--- config.mk ---
export PLATFORM = sky130hd
export DESIGN_NAME = sek_exp
export DESIGN_NICKNAME = d
export VERILOG_FILES = /design/src/hdl/sek_pkg.sv /design/src/hdl/sek_exp.sv
export SDC_FILE = /design/constraint.sdc
export NUM_CORES = 2
export LEC_CHECK = 0
export ABC_CLOCK_PERIOD_IN_PS = 7600
export BUFFER_PORTS_ARGS = -buffer_cell sky130_fd_sc_hd__clkbuf_2
export CORE_UTILIZATION = 52
export DETAILED_ROUTE_END_ITERATION = 12
export PLACE_DENSITY_LB_ADDON = 0.05
export SYNTH_ARGS = -nofsm -noshare
export SYNTH_HDL_FRONTEND = slang
export SYNTH_SLANG_ARGS = --single-unit
export TNS_END_PERCENT = 50
--- constraint.sdc ---
create_clock -name clk_i -period 7.6 [get_ports clk_i]
set_clock_uncertainty 0.1 [all_clocks]
set_input_delay 2.28 -clock clk_i [delete_from_list [all_inputs] [get_ports clk_i]]
set_output_delay 2.28 -clock clk_i [all_outputs]
set_load 0.02 [all_outputs]
--- src/hdl/sek_pkg.sv ---
// ----------------------------------------------------------------------------
// sek_pkg
// Shared types and constants of the squared exponential kernel pipeline.
// ----------------------------------------------------------------------------
package sek_pkg;

  // coordinates per point in hardware
  localparam int NDIM = 4;
  // result slots per item: amplitude term plus one per dimension
  localparam int NRES = NDIM + 1;

  localparam int VAL_W  = 40;
  localparam int SMAG_W = 32;
  localparam int ZD_W   = 32;
  localparam int W_W    = 40;
  localparam int Z_W    = 34;
  localparam int K_W    = 37;
  localparam int S2_W   = 36;
  localparam int E_W    = 17;

  // item modes
  localparam logic [1:0] MODE_VALUE = 2'd0;
  localparam logic [1:0] MODE_HYPER = 2'd1;
  localparam logic [1:0] MODE_INPUT = 2'd2;

  // register indexes
  localparam logic [2:0] REG_AMP  = 3'd0;
  localparam logic [2:0] REG_INV0 = 3'd1;
  localparam logic [2:0] REG_INVL = 3'd4;

  // log2(e) in Q.16
  localparam logic [16:0] LOG2E_Q16 = 17'd94548;

  // horner coefficients of 2^-f, Q16, index 0 innermost
  localparam logic [3:0][15:0] HORNER_C = {16'd45426, 16'd15743, 16'd3638, 16'd630};

  // item state travelling down the pipeline
  typedef struct packed {
    logic [1:0]                  mode;
    logic [NDIM-1:0]             dneg;
    logic [NDIM-1:0][ZD_W-1:0]   zd;
    logic [NDIM-1:0][W_W-1:0]    w;
  } item_t;

  // finished result set of one item
  typedef struct packed {
    logic [1:0]                  mode;
    logic [NRES-1:0][VAL_W-1:0]  vals;
  } res_t;

endpackage

--- src/hdl/sek_exp.sv ---
// ----------------------------------------------------------------------------
// sek_exp
// exp(-z/2) in Q1.16: base-2 split, four horner steps, final shift.
// ----------------------------------------------------------------------------
module sek_exp
  import sek_pkg::*;
(
  input  logic            clk_i,
  input  logic            rst_ni,
  input  logic            en_i,
  input  logic            vld_i,
  input  item_t           item_i,
  input  logic [Z_W-1:0]  z_i,
  output logic            vld_o,
  output item_t           item_o,
  output logic [E_W-1:0]  e_o
);

  logic        v4_q, v5_q, v6_q, v7_q, v8_q;
  item_t       item4_q, item5_q, item6_q, item7_q, item8_q;
  logic [15:0] f4_q, f5_q, f6_q, f7_q;
  logic [4:0]  n4_q, n5_q, n6_q, n7_q;
  logic        zr4_q, zr5_q, zr6_q, zr7_q;
  logic [15:0] p5_q, p6_q, p7_q;
  logic [E_W-1:0] e8_q;

  logic [49:0] y;
  logic [17:0] n_full;
  logic [31:0] m5, m6, m7, m8;
  logic [16:0] r8;

  // exponent split: y = (z/2) * log2(e)
  assign y      = 50'(z_i[Z_W-1:1]) * 50'(LOG2E_Q16);
  assign n_full = y[49:32];

  // horner products
  assign m5 = 32'(HORNER_C[0]) * 32'(f4_q);
  assign m6 = 32'(p5_q) * 32'(f5_q);
  assign m7 = 32'(p6_q) * 32'(f6_q);
  assign m8 = 32'(p7_q) * 32'(f7_q);
  assign r8 = 17'd65536 - 17'(m8[31:16]);

  // valid bits
  always_ff @(posedge clk_i or negedge rst_ni) begin
    if (!rst_ni) begin
      v4_q <= 1'b0;
      v5_q <= 1'b0;
      v6_q <= 1'b0;
      v7_q <= 1'b0;
      v8_q <= 1'b0;
    end else if (en_i) begin
      v4_q <= vld_i;
      v5_q <= v4_q;
      v6_q <= v5_q;
      v7_q <= v6_q;
      v8_q <= v7_q;
    end
  end

  // stage payload
  always_ff @(posedge clk_i) begin
    if (en_i) begin
      item4_q <= item_i;
      f4_q    <= y[31:16];
      n4_q    <= n_full[4:0];
      zr4_q   <= (n_full >= 18'd17);

      item5_q <= item4_q;
      f5_q    <= f4_q;
      n5_q    <= n4_q;
      zr5_q   <= zr4_q;
      p5_q    <= HORNER_C[1] - m5[31:16];

      item6_q <= item5_q;
      f6_q    <= f5_q;
      n6_q    <= n5_q;
      zr6_q   <= zr5_q;
      p6_q    <= HORNER_C[2] - m6[31:16];

      item7_q <= item6_q;
      f7_q    <= f6_q;
      n7_q    <= n6_q;
      zr7_q   <= zr6_q;
      p7_q    <= HORNER_C[3] - m7[31:16];

      item8_q <= item7_q;
      e8_q    <= zr7_q ? '0 : (r8 >> n7_q);
    end
  end

  assign vld_o  = v8_q;
  assign item_o = item8_q;
  assign e_o    = e8_q;

endmodule

; ---- Yosys cells after proc, flatten, opt, wreduce, memory -nomap -nowiden
; Index checks and enable logic that the tools add are counted.
[classes]
addsub = 4
mul = 5
div_mod_pow = 0
order_cmp = 1
eq_ne = 0
n_shift = 1
muxes = 0
bitwise_logic = 0
n_reduce_logical = 0
[op_table]
columns = operator, count
row1 = $mul 16x16->32, 3
row2 = $mul 33x15->48 const B, 1
row3 = $mul 9x16->25 const A, 1
row4 = $ge 18x5->1 const B, 1
row5 = $shr 17x5->17, 1
row6 = $sub 17x16->17 const A, 1
row7 = $sub 14x16->16 const A, 1
row8 = $sub 16x16->16 const A, 1
row9 = $sub 12x10->13 const A, 1
[word_totals]
regBits = 1628
latchBits = 0
ram_bits = 0
romBits = 0
inputBits = 332
output_inout_bits = 312
word_cells = 82
n_memories = 0

; ---- Longest topological paths before layout
[logic_depth]
word_depth = 3
mapped_depth = 30
mapped_depth_nobuf = 29

; ---- Worst setup path after synthesis
; OpenSTA, ideal clock, no wires.
[synth_path]
kind = input -> register
from = input port z_i[12]
to = register zr4_q (data pin)
arrival_ns = 7.656
required_ns = 7.225
slack_ns = -0.431
cell_stages = 24
n_path_buf = 0
path_cell_list = ha_1 fa_1 inv_1 fa_1 fa_1 inv_1 fa_1 inv_1 fa_1 inv_1 ha_1 a21o_1 a21o_1 a21oi_1 o21ai_0 a31oi_1 o21ai_0 a41oi_1 o21ai_0 a21o_1 a21o_1 mux2_2 nor4_1 nand4_1
[synth_between]
elab_chain_cells = 2
[synth_lines]
columns = element, line_no
row1 = start: declaration, sek_exp.sv:13  ; input logic [Z_W-1:0] z_i,
row2 = $mul 33x15->48, sek_exp.sv:33  ; assign y = 50'(z_i[Z_W-1:1]) * 50'(LOG2E_Q16);
row3 = $ge 18x5->1, sek_exp.sv:66  ; zr4_q <= (n_full >= 18'd17);
row4 = end signal: assignment, sek_exp.sv:66
row5 = end: declaration, sek_exp.sv:23  ; logic zr4_q, zr5_q, zr6_q, zr7_q;
; No other way between the ends.
; A chain may end at the register's enable or synchronous reset.

; ---- Worst setup path in the final report
[layout_path]
from = register p7_q[5]
to = register e8_q[2], in the netlist e_o[2] (data pin)
[layout_between]
elab_chain_cells = 3
[layout_lines]
columns = element, line_no
row1 = start: declaration, sek_exp.sv:24  ; logic [15:0] p5_q, p6_q, p7_q;
row2 = start signal: assignment, sek_exp.sv:84  ; p7_q <= HORNER_C[3] - m7[31:16];
row3 = $mul 16x16->32, sek_exp.sv:40  ; assign m8 = 32'(p7_q) * 32'(f7_q);
row4 = $sub 17x16->17, sek_exp.sv:41  ; assign r8 = 17'd65536 - 17'(m8[31:16]);
row5 = $shr 17x5->17, sek_exp.sv:87  ; e8_q <= zr7_q ? '0 : (r8 >> n7_q);
row6 = end signal: assignment, sek_exp.sv:87
row7 = end: declaration, sek_exp.sv:25  ; logic [E_W-1:0] e8_q;
; No other way between the ends.

==> metrics.txt <==
status complete, but fails checks; failing checks setup timing; f_max approximately 130 MHz; CTS tree yes; Mapped Cells 5623; Port Buffers ~640; core area about 160000 um^2; post-synthesis cell type count just under 100; worst reg2reg startpoint p7_q[5]$_DFFE_PP_; Synth area leader edfxtp_1; Min-Delay Endpoint item6_q[21]$_DFFE_PP_; pin count of the biggest net entering global routing 199; post-synthesis sequential area ratio 0.578; Finish-stage setup viols 9; Worst Setup Slack, final -0.148 ns; ys flop type edfxtp_1; CTS H-tree depth 4; most common cell in the netlist edfxtp_1; row cnt around 150; R2R depth 27; Final Hold Vio Count 0; # Max-Cap Violations 0; Initial DRT Pass Iterations 5; fin nets 8450; Slew Limit Fails 0; WS Path Type reg2reg; via count ~45000; minimum clock period approximately 7.7 ns; post-synth top area share 0.577; Ys Warns 0; worst path required time about 8 ns; DP HPWL approximately 120000 um; Mean Syn Cell Area approximately 15 um^2; clock root cell clkbuf_16; EDFF count, synth approximately 1600; Initial Utilization 0.524; worst min path class reg2reg; Die H roughly 400 um; final instance area approximately 99000 um^2; initial antenna violation count 10; Worst Hold Launch item5_q[21]$_DFFE_PP_; drt drc 0; initial DRC count between 2000 and 2500; Synth Net Count roughly 7300; RSZ-0062 raised after global routing true; Commonest cells post-synth edfxtp_1 (1618), inv_1 (992), fa_1 (746); fin util 0.618; global-route wire length before repair between 200000 and 300000 um; via/cell ratio a little under 5; CTS Buf Count around 160; reg2reg setup slack -0.15 ns; sum of negative setup slack -0.616 ns; post-synthesis async set-or-reset flop share 0.00308; Max clock buf depth 3; Startpoint Class register; register clock-pin slew on the reported worst setup and hold paths 0.06 ns; Worst-Margin Slew 1.11 ns; number of global-route vias before repair between 40000 and 50000; gr usage total 0.197; WL/cell 17.5 um; CP arrival ~8.3 ns; CP Max Fanout 5; worst hold stages 0; post-route ant nets 0; crit end category register; FF+latch count, synth ~1600; synth-to-layout area growth 17.9%; Setup crit start p7_q[5]$_DFFE_PP_; TritonCTS Sinks between 1500 and 2000; ratio of cells with drive above 1 in the final layout 0.215; I/O pins about 640; Remaining Overflow, GRT 0; final WL 158000 um; Area after DPL approximately 93000 um^2; CTS Hold Bufs 0; Mapped Area approximately 84000 um^2; reg-to-reg endpoint e_o[2]$_SDFFCE_PP0P_; worst slew margin relative to its limit 0.258; Final GP Congestion 0.857; Clk Latency, worst-skew pair roughly 0.8 ns; die area 164000 um^2; die width 405 um; top cells by area, synth edfxtp_1 (58%), fa_1 (18%), ha_1 (8.8%); fin crit share 1.02
-- area by class of cell --
type | count | area, um^2
Inverter | 992 | 3720
Clock inverter | 93 | 955
Timing Repair Buffer | 1121 | 7120
Tap cell | 2160 | 2700
Antenna cell | 4 | 10.0
Fill cell | 12400 | 61400
Sequential cell | 1623 | 48700
Multi-Input combinational cell | 2885 | 32000
Clock buffer | 191 | 4120
-- routing by layer --
| layer | part of all wire | vias up | global-route usage |
|---|---|---|---|
| li1 | - | 21300 | - |
| met1 | 0.42 | 22500 | 0.254 |
| met2 | 0.51 | 884 | 0.343 |
| met3 | 0.047 | 203 | 0.0383 |
| met4 | 0.020 | 10 | 0.0528 |
| met5 | 0.00047 | - | 0 |
-- placed cells by master, fill, tap and decap left out, drive strengths merged, types with 6 or more instances in the layout --
cell         n
a221oi       7
o211ai       7
ha         590
nand2b      19
nand2      489
buf        480
a22oi        7
a211oi      24
nand3       37
edfxtp    1618
nor2b       16
clkbuf     832
mux2i       12
mux2         8
and3        16
clkinvlp     8
fa         746
nor4         8
or2         11
nand4       15
clkinv      67
or3          7
o22ai        6
a21oi       85
a21o        62
a31oi       20
xor2        46
nor2        78
bufinv       9
a2111oi      9
xnor2       60
nor3        34
a211o        7
o21ai       59
a31o         6
o21a        17
and2       282
inv       1001
-- per-stage QoR --
stage,cells,hold WS [ns],worst slack (ns)
after global placement,8756,0.300,-0.745
after floorplan,5623,0.300,-0.148
after CTS,9058,0.279,-0.0558
final,9069,0.278,-0.148
after detailed placement,8756,0.305,-0.785
after global routing,9068,0.286,-0.408
-- kinds of logic after synthesis --
family          count (synthesis)  synth area share
compound gates                391            0.0334
xor+xnor                      106            0.0111
fa+ha+maj                    1338             0.265
buf+inv                      1115            0.0499
flops                        1623             0.578
mux                            20           0.00254
simple gates                 1030            0.0598
-- worst max path at each step --
stage                           end  slack [ns]  depth (start not counted)
3_5_place_dp        zr4_q$_DFFE_PP_       -0.79                         25
6_report       e_o[2]$_SDFFCE_PP0P_       -0.15                         27
4_1_cts        e_o[8]$_SDFFCE_PP0P_       -0.06                         27
5_1_grt        e_o[2]$_SDFFCE_PP0P_       -0.41                         27
3_3_place_gp        zr4_q$_DFFE_PP_       -0.75                         25
2_1_floorplan       zr4_q$_DFFE_PP_       -0.15                         22
-- worst max-delay path, stage by stage, from the launching register on --
cell and delay (ns):
edfxtp_1 0.52, buf_6 0.15, buf_6 0.10, nand2_4 0.05
fa_1 0.53, inv_1 0.05, fa_1 0.48, fa_1 0.54
fa_1 0.52, fa_1 0.56, inv_2 0.04, fa_1 0.51
inv_2 0.05, ha_4 0.29, nand2_4 0.05, nor4_4 0.30
o2111ai_2 0.18, o22ai_2 0.23, o31ai_4 0.13, a211oi_2 0.37
nor4_4 0.09, buf_6 0.15, and3_4 0.17, or4_4 0.51
a311oi_2 0.28, a31oi_1 0.10, mux2_4 0.33, a211oi_2 0.22
-- registers in the layout, indices dropped and copies added, names as in the netlist, 17 cells and up --
signal and flops:
e_o 17, item4_q 294, item5_q 294, item_o 294, item7_q 294, item6_q 294
-- timing repair --
action                     CTS  global route
setup endpoints to repair   18            25
pin swaps                   26            44
gates resized for setup     65            70
setup buffers               19             9
cloned                       0             0
Power is left out: the tool's default activity adds up to more than one toggle a clock period on the data nets, which glitch-free logic cannot reach.
